## config.mk

```make
export PLATFORM = sky130hd
export DESIGN_NAME = rtvs_fifo
export DESIGN_NICKNAME = d
export VERILOG_FILES = /design/src/hw/rtl/rtvs_fifo.sv
export SDC_FILE = /design/constraint.sdc
export NUM_CORES = 1
export LEC_CHECK = 0
export BUFFER_PORTS_ARGS = -buffer_cell sky130_fd_sc_hd__buf_4
export CAP_MARGIN = 0
export CORE_ASPECT_RATIO = 1.4
export CORE_MARGIN = 5
export CORE_UTILIZATION = 40
export DETAILED_ROUTE_END_ITERATION = 16
export HOLD_SLACK_MARGIN = 0.08
export SYNTH_ARGS = -nofsm -noshare
export SYNTH_HDL_FRONTEND = slang
export SYNTH_SLANG_ARGS = --single-unit
```

## constraint.sdc

```tcl
create_clock -name clk -period 5 [get_ports clk]
set_clock_uncertainty 0.15 [all_clocks]
set_input_delay 1.25 -clock clk [delete_from_list [all_inputs] [get_ports clk]]
set_output_delay 1.25 -clock clk [all_outputs]
set_load 0.05 [all_outputs]
```

## src/hw/rtl/rtvs_fifo.sv

```systemverilog
// Small register queue with registered storage and a single read address.
// Generic; depends on nothing. DEPTH must be a power of two.
module rtvs_fifo #(
  parameter int W     = 8,
  parameter int DEPTH = 8
) (
  input  logic         clk,
  input  logic         rst,
  input  logic         push,
  input  logic [W-1:0] push_data,
  input  logic         pop,
  output logic [W-1:0] pop_data,
  output logic         empty,
  output logic         full
);
  localparam int PW = $clog2(DEPTH);

  logic [W-1:0]  mem [DEPTH];
  logic [PW-1:0] wptr;
  logic [PW-1:0] rptr;
  logic [PW:0]   count;

  always_ff @(posedge clk) begin
    if (rst) begin
      wptr  <= '0;
      rptr  <= '0;
      count <= '0;
    end else begin
      if (push) begin
        wptr <= wptr + 1'b1;
      end
      if (pop) begin
        rptr <= rptr + 1'b1;
      end
      if (push && !pop) begin
        count <= count + 1'b1;
      end else if (pop && !push) begin
        count <= count - 1'b1;
      end
    end
  end

  always_ff @(posedge clk) begin
    if (push) begin
      mem[wptr] <= push_data;
    end
  end

  assign pop_data = mem[rptr];
  assign empty    = (count == '0);
  assign full     = (count == (PW+1)'(DEPTH));
endmodule

```

Word level (Yosys, flattened, before mapping)

Memories as Yosys holds them, arrays and structs flattened. A register that Yosys moved wholly into a read port is not among the register bits.
Cells that the tools add are included.
Widths: inputs -> output; s select.

Flip-flop bits (word level): 10
Bits in writable memories: 64
Output and inout port bits: 10
Logic and storage cells: 21
Memories: 1

Add/subtract/negate cells: 4
Eq/ne operators: 1
Mux-type cells: 6
Reductions and logical operators: 6

Memories:

| memory | words | bits a word | read ports | clocked after Yosys merged registers in | wr ports | RTL line | text |
|---|---|---|---|---|---|---|---|
| mem    | 8     | 8           | 1          | 1                                       | 1        | 18       | `logic [W-1:0] mem [DEPTH];` |

Operators with widths:

| operator            | count |
|---|---|
| $mux 4              | 2 |
| $add 3x1->3 const B | 2 |
| $mux 3              | 2 |
| $add 4x1->4 const B | 1 |
| $eq 4x4->1 const B  | 1 |
| $logic_not 4->1     | 1 |
| $sub 4x1->4 const B | 1 |
| $logic_and 1x1->1   | 2 |
| $logic_not 1->1     | 2 |
| $mux 1              | 2 |
| $reduce_bool 2->1   | 1 |

Depth between registers and ports, before layout

Gate-level depths: netlist of run 1.

Word-level depth: 4
Gate-level depth with buffers: 8

Worst setup path before layout of run 1

Ideal clock, no wire load.

Path type: register to output
Start point: reg count[1]
End point: out full
Data arrival time: 2,023 ps
Required time: 3,600 ps
Path slack: 1,577 ps
Cell stages (with the launch flop): 2
Path buffers: 0
Path through: dfxtp_1 > nor4b_1

Word-level cells in the longest chain between the ends: 1

Ends and longest elaborated chain:

| item                     | RTL line | text |
|---|---|---|
| start: declaration       | 21       | `logic [PW:0] count;` |
| start signal: assignment | 36       | `count <= count + 1'b1;` |
| start signal: assignment | 38       | `count <= count - 1'b1;` |
| $eq 4x4->1               | 51       | `assign full = (count == (PW+1)'(DEPTH));` |
| end: declaration         | 14       | `output logic full` |

No other way between the ends.

==> flow_summary_export.csv, run 1 <==
group,metric,value,unit
clock_network,clockRootBuffer,"clkbuf_8",
pwr,power.share.clock,35.8,%
synth,synthMuxAreaShare,17.7,%
placed_design,gp_congestion,0.714,
sta,final_max_slew_viol_count,0,
global_routing,grt.total_usage,12.1,%
sta,max_freq,0.266,GHz
route,drtAntennaViolNets,0,
synth,yosys_warnings,0,
pwr,ir_worst_vdd,206,uV
floorplanning,die_w,84.3,um
synth,synth_xor_area_share,1.70,%
synth,yosys.cell_types.count,27,
route,viasPerCell,5.11,
route,first_pass_iters,4,
synth,synth_area,0.00309,mm^2
global_routing,grt_max_degree,17,
global_routing,grt_pass1_vias,1646,
pwr,power_frac_seq,51.0,%
critical_path,critPathArrivalTime,2.36,ns
critical_path,cp-start-kind,"register",
pwr,total_power,1.46,mW
critical_path,critPathTopFamily,"multiplexers",
pwr,p_int,1.11,mW
sta,rsz0062_at_grt,"false",
sta,tightest_slew,0.921,ns
critical_path,cp-end-kind,"output port",
pwr,p_sw,0.349,mW
synth,syn_inst,162,
floorplanning,row_count,38,
floorplanning,ios,22,
critical_path,crit_fanout,16,
synth,synth.yosys.seq_area_share,70.6,%
route,wirelength,5260,um
floorplanning,start_util,40.4,%
synth,synthSimpleGateAreaFrac,4.58,%
synth,synth_top_family_by_area,"multiplexers",
sta,hold_violations,0,
synth,syn_avg_cell_area,19.1,um^2
synth,syn_nets,180,
clock_network,path_clk_slew,0.07,ns
route,wl_per_cell,17.9,um
global_routing,grt_pass1_wl,8490,um
critical_path,cp_cell_sequence,"mux4_1, mux2_2, buf_4",
pwr,p_comb_share,13.2,%
clock_network,cts-resized-gates,0,
clock_network,cts_made_buffers,9,
route,remaining_drc_errors,0,
sta,finalCriticalPeriod,3.76,ns
critical_path,required,3.60,ns
final_layout,nets,206,
sta,fin_setup_tns,0,ns
final_layout,drive_above_1_share,25.4,%
status,status,"complete, no violations",
clock_network,ctsHoldBuffers,0,
floorplanning,die_h,114,um
critical_path,worstSetupPathType,"reg -> out",
clock_network,clock-sinks,77,
final_layout,antenna_cells,0,
clock_network,clkLatencyLatePin,0.34,ns
sta,setup-violations-final,0,
clock_network,postCtsSetupRepairBufs,0,
sta,slew_headroom,38.4,%
clock_network,cts_tree,"built",
floorplanning,die_area,0.00961,mm^2
global_routing,grt_antenna_before_repair,0,
clock_network,ctsHtreeMaxLevel,3,
synth,synth_fa_ha_area_share,2.67,%
pwr,p_sw_share,23.9,%
pwr,p_leak,1.24,nW
pwr,power_density,409,mW/mm^2
critical_path,max_stage_delay,0.90,ns
critical_path,r2r_slack,3.16,ns
flow_run,drv_cap,0,
route,via_count,1496,
placed_design,port_buffers,21,
floorplanning,design.core.area,0.00765,mm^2
synth,ys_ff_latch,77,
global_routing,grt_overflow,0,
route,drt_iter0_drc,122,
critical_path,slowest_stage,"dfxtp_1",
synth,synth_compound_area_share,0.770,%
final_layout,syn_to_final_growth,15.4,%
placed_design,post-dp-hpwl,3560,um
clock_network,clockBufferDepth,2,
sta,fin_crit_sh,75.2,%
critical_path,path_buf_inv,1,
hold_path,hp-class,"reg -> reg",
## per-stage QoR
step                instances  utilization [%]  hold slack, ns  worst slack (ns)  area (um^2)
finish                    293             46.6           0.416              1.24         3570
global placement          277             43.5           0.356              1.56         3330
floorplan                 162                -           0.335              1.58         3090
detailed placement        277             43.5           0.391              1.53         3330
CTS                       293             46.6           0.414              1.16         3570
global route              293             46.6           0.453              1.14         3570
## power groups by stage
| stage | clock network (mW) | registers (mW) | logic, mW |
|---|---|---|---|
| after floorplan | 0 | 0.745 | 0.152 |
| after global placement | 0 | 0.757 | 0.185 |
| after detailed placement | 0 | 0.760 | 0.194 |
| after CTS | 0.531 | 0.746 | 0.195 |
| after global routing | 0.563 | 0.749 | 0.207 |
| final | 0.522 | 0.745 | 0.193 |
## path summary, 6_finish.rpt
path                 start           to  cells past startpoint
hold reg to reg    rptr[2]     register                      2
setup / recovery  register  pop_data[7]                      3
setup reg to reg  count[2]     count[3]                      5
hold / removal     rptr[2]     register                      2
## registers in the layout (all words and copies together), names as in the netlist, named ones only
| register | flops |
|---|---|
| count | 4 |
| wptr | 3 |
| mem | 64 |
| rptr | 3 |
## per-layer routing
| layer | wire length [um] | vias up | track usage, % |
|---|---|---|---|
| met2 | 2860 | 36 | 22.0 |
| li1 | - | 697 | - |
| met1 | 2110 | 753 | 12.9 |
| met3 | 206 | 10 | 3.61 |
| met5 | 0 | - | 0 |
| met4 | 80 | 0 | 5.15 |
## worst reg2reg max path: stages, from the launching register on
cell	delay, ns
dfxtp_1	0.35
ha_1	0.36
a21oi_1	0.23
a211oi_1	0.12
a31oi_1	0.17
mux2_2	0.35
## layout by cell type (no fill, tap or decap)
cell type,instances
edfxtp_1,64
buf_4,22
nor2_1,19
mux4_1,15
dfxtp_1,13
clkbuf_8,11
mux2_2,9
ha_1,5
nand2_1,4
nand2b_1,3
xor2_1,3
mux2i_1,3
xnor2_1,3
inv_1,2
a21oi_1,2
bufinv_16,2
mux4_2,1
nor3_2,1
nor3_1,1
nor4_1,1
nor4b_1,1
nor2b_1,1
nand3_1,1
a211oi_1,1
a31oi_1,1
fa_1,1
clkinvlp_4,1
inv_6,1
clkinv_2,1
## cell type report
| type | instances | area (um^2) |
|---|---|---|
| Clock buffer | 11 | 151 |
| Clock inverter | 5 | 81.3 |
| Fill cell | 660 | 4090 |
| Inverter | 2 | 7.51 |
| Multi-Input combinational cell | 76 | 853 |
| Sequential cell | 77 | 2180 |
| Tap cell | 100 | 125 |
| Timing Repair Buffer | 22 | 165 |
## logic make-up after synthesis
group | Yosys count
flip-flops | 77
AND/OR/NAND/NOR | 32
multiplexers | 28
buffers and inverters | 9
XOR/XNOR | 6
adder cells (fa/ha/maj) | 6
AO/OA/AOI/OAI | 4
## cell usage after synthesis, drive strengths merged
cell type  count  area, um^2
ha             5        62.6
clkbuf         3        11.3
edfxtp        64        1920
mux2           9         101
mux2i          3        30.0
nor4           1        6.26
inv            2        7.51
nand2          4        15.0
nor2b          1        6.26
xor2           3        26.3
buf            4        40.0
nor4b          1        8.76
xnor2          3        26.3
mux4          16         417
dfxtp         13         260
nand2b         3        18.8
a21oi          2        10.0
nor2          19        71.3
a211oi         1        7.51
nand3          1        5.00
a31oi          1        6.26
nor3           2        10.0
fa             1        20.0
(Power assumes the default switching activity.)
==> run 2: changes to the inputs <==
Clock period 5 ns to 3.8 ns, I/O delays scaled along.
==> flow_summary_export.csv, run 2 (synthesized netlist as in run 1, its figures left out) <==
group,metric,value,unit
status,status,"complete, no violations",
route,wl_per_cell,18.2,um
critical_path,worstSetupPathType,"reg -> out",
placed_design,placed_cells,278,
critical_path,cp-end-kind,"output port",
critical_path,slowest_stage,"mux4_1",
critical_path,cp-start-kind,"register",
floorplanning,start_util,40.4,%
sta,fin_crit_sh,81.8,%
critical_path,timing.rr.end,"mem[3][2]",
hold_path,hp-class,"reg -> reg",
clock_network,clkLatencyLatePin,0.33,ns
pwr,ir_worst_vdd,365,uV
sta,slew_headroom,36.4,%
final_layout,largest_reg_flops,64,
pwr,p_leak,1.25,nW
critical_path,max_stage_delay,0.60,ns
floorplanning,ios,22,
pwr,power_density,550,mW/mm^2
clock_network,clockBufferDepth,2,
global_routing,grt.total_usage,12.4,%
route,drtAntennaViolNets,0,
final_layout,multiInputGateArea,853,um^2
critical_path,r2r_slack,1.95,ns
placed_design,gp_congestion,0.684,
floorplanning,row_count,38,
sta,finalCriticalPeriod,3.11,ns
final_layout,largest_register,"mem",
global_routing,grt_pass1_vias,1590,
sta,tightest_slew,0.951,ns
floorplanning,die_w,84.3,um
critical_path,crit-reg2reg-launch,"wptr[0]",
floorplanning,die_h,114,um
placed_design,post-dp-hpwl,3440,um
sta,final_max_slew_viol_count,0,
route,drt_iter0_drc,64,
critical_path,path_buf_inv,2,
sta,hold_violations,0,
global_routing,grt_max_degree,17,
route,viasPerCell,5.02,
critical_path,critPathArrivalTime,2.01,ns
final_layout,antenna_cells,0,
final_layout,drive_above_1_share,24.7,%
clock_network,ctsHtreeMaxLevel,3,
clock_network,cts-resized-gates,0,
clock_network,postCtsSetupRepairBufs,0,
clock_network,cts_made_buffers,9,
final_layout,syn_to_final_growth,16.2,%
final_layout,fin_cells,294,
global_routing,grt_pass1_wl,8690,um
placed_design,port_buffers,21,
route,via_count,1475,
critical_path,critPathTopFamily,"multiplexers",
final_layout,nets,207,
global_routing,grt_overflow,0,
critical_path,crit_top_cell,"buf_4",
clock_network,clock-sinks,77,
clock_network,path_clk_slew,0.07,ns
floorplanning,die_area,0.00961,mm^2
critical_path,rr_worst_depth,2,
sta,fin_setup_tns,0,ns
final_layout,final_common_cell,"edfxtp_1",
critical_path,crit_fanout,16,
flow_run,drv_cap,0,
final_layout,top_regs,"mem: 64 flops, count: 4 flops",
hold_path,hp-start,"wptr[2]",
floorplanning,design.core.area,0.00765,mm^2
global_routing,grt_antenna_before_repair,0,
route,remaining_drc_errors,0,
final_layout,fillers,641,
clock_network,clockRootBuffer,"clkbuf_8",
route,first_pass_iters,4,
final_layout,layout_common_cells,"edfxtp_1, buf_4, nor2_1",
route,wirelength,5340,um
critical_path,required,2.70,ns
sta,setup-violations-final,0,
hold_path,worstHoldEndpoint,"wptr[2]",
sta,max_freq,0.322,GHz
clock_network,ctsHoldBuffers,0,
clock_network,cts_tree,"built",
sta,rsz0062_at_grt,"false",
hold_path,hold_depth,2,
final_layout,final_util,46.9,%
critical_path,cp_cell_sequence,"buf_4, mux4_1, mux2_2, buf_4",
final_layout,final-seq-area,0.00218,mm^2
[run 2: changes by cell type in the layout (fill, tap and decap cells not counted), sizes merged]
| cell | delta |
|---|---|
| inv | -1 |
| bufinv | +1 |
| clkbuf | +1 |
| clkinvlp | -1 |
| buf | +1 |
[run 2: per-stage QoR]
| stage | total power, mW | instance area [um^2] | setup WS (ns) | hold WS (ns) |
|---|---|---|---|---|
| 2_1_floorplan | 1.18 | 3090 | 0.677 | 0.335 |
| 3_3_place_gp | 1.24 | 3340 | 1.05 | 0.356 |
| 3_5_place_dp | 1.26 | 3340 | 0.957 | 0.376 |
| 4_1_cts | 1.99 | 3590 | 0.637 | 0.396 |
| 5_1_grt | 2.06 | 3590 | 0.549 | 0.444 |
| 6_report | 1.97 | 3590 | 0.691 | 0.398 |
[run 2: power by group]
part	total, mW	switching [mW]	internal (mW)
Sequential	0.974	0.0276	0.946
Clock	0.738	0.268	0.470
Combinational	0.261	0.152	0.109
Total	1.97	0.448	1.53
[run 2: tightest hold or removal path: stages (launching register included)]
cell and delay, ns:
dfxtp_1 0.36, xor2_1 0.08, nor2_1 0.08
[run 2: how the worst max path moves through the flow]
stage | startpoint | end | slack [ns] | depth (start not counted)
2_1_floorplan | count[1] | full | 0.68 | 1
3_3_place_gp | register | pop_data[7] | 1.05 | 3
3_5_place_dp | push | count[3] | 0.96 | 8
4_1_cts | register | pop_data[1] | 0.64 | 3
5_1_grt | register | pop_data[1] | 0.55 | 3
6_report | register | pop_data[1] | 0.69 | 4
[run 2: final cells by class]
type | count | area share, %
sequential | 77 | 60.8
clock buffer | 12 | 4.32
inverter | 2 | 0.209
clock inverter | 4 | 2.61
multi-input combinational | 76 | 23.8
timing repair buffer | 23 | 4.81
tap | 100 | 3.49
[run 2: per-layer routing]
metal,wire length [um],vias up,global-route usage [%]
met5,0,-,0
met4,108,0,4.83
met3,169,8,3.54
met2,2950,30,22.3
met1,2110,743,13.8
li1,-,694,-
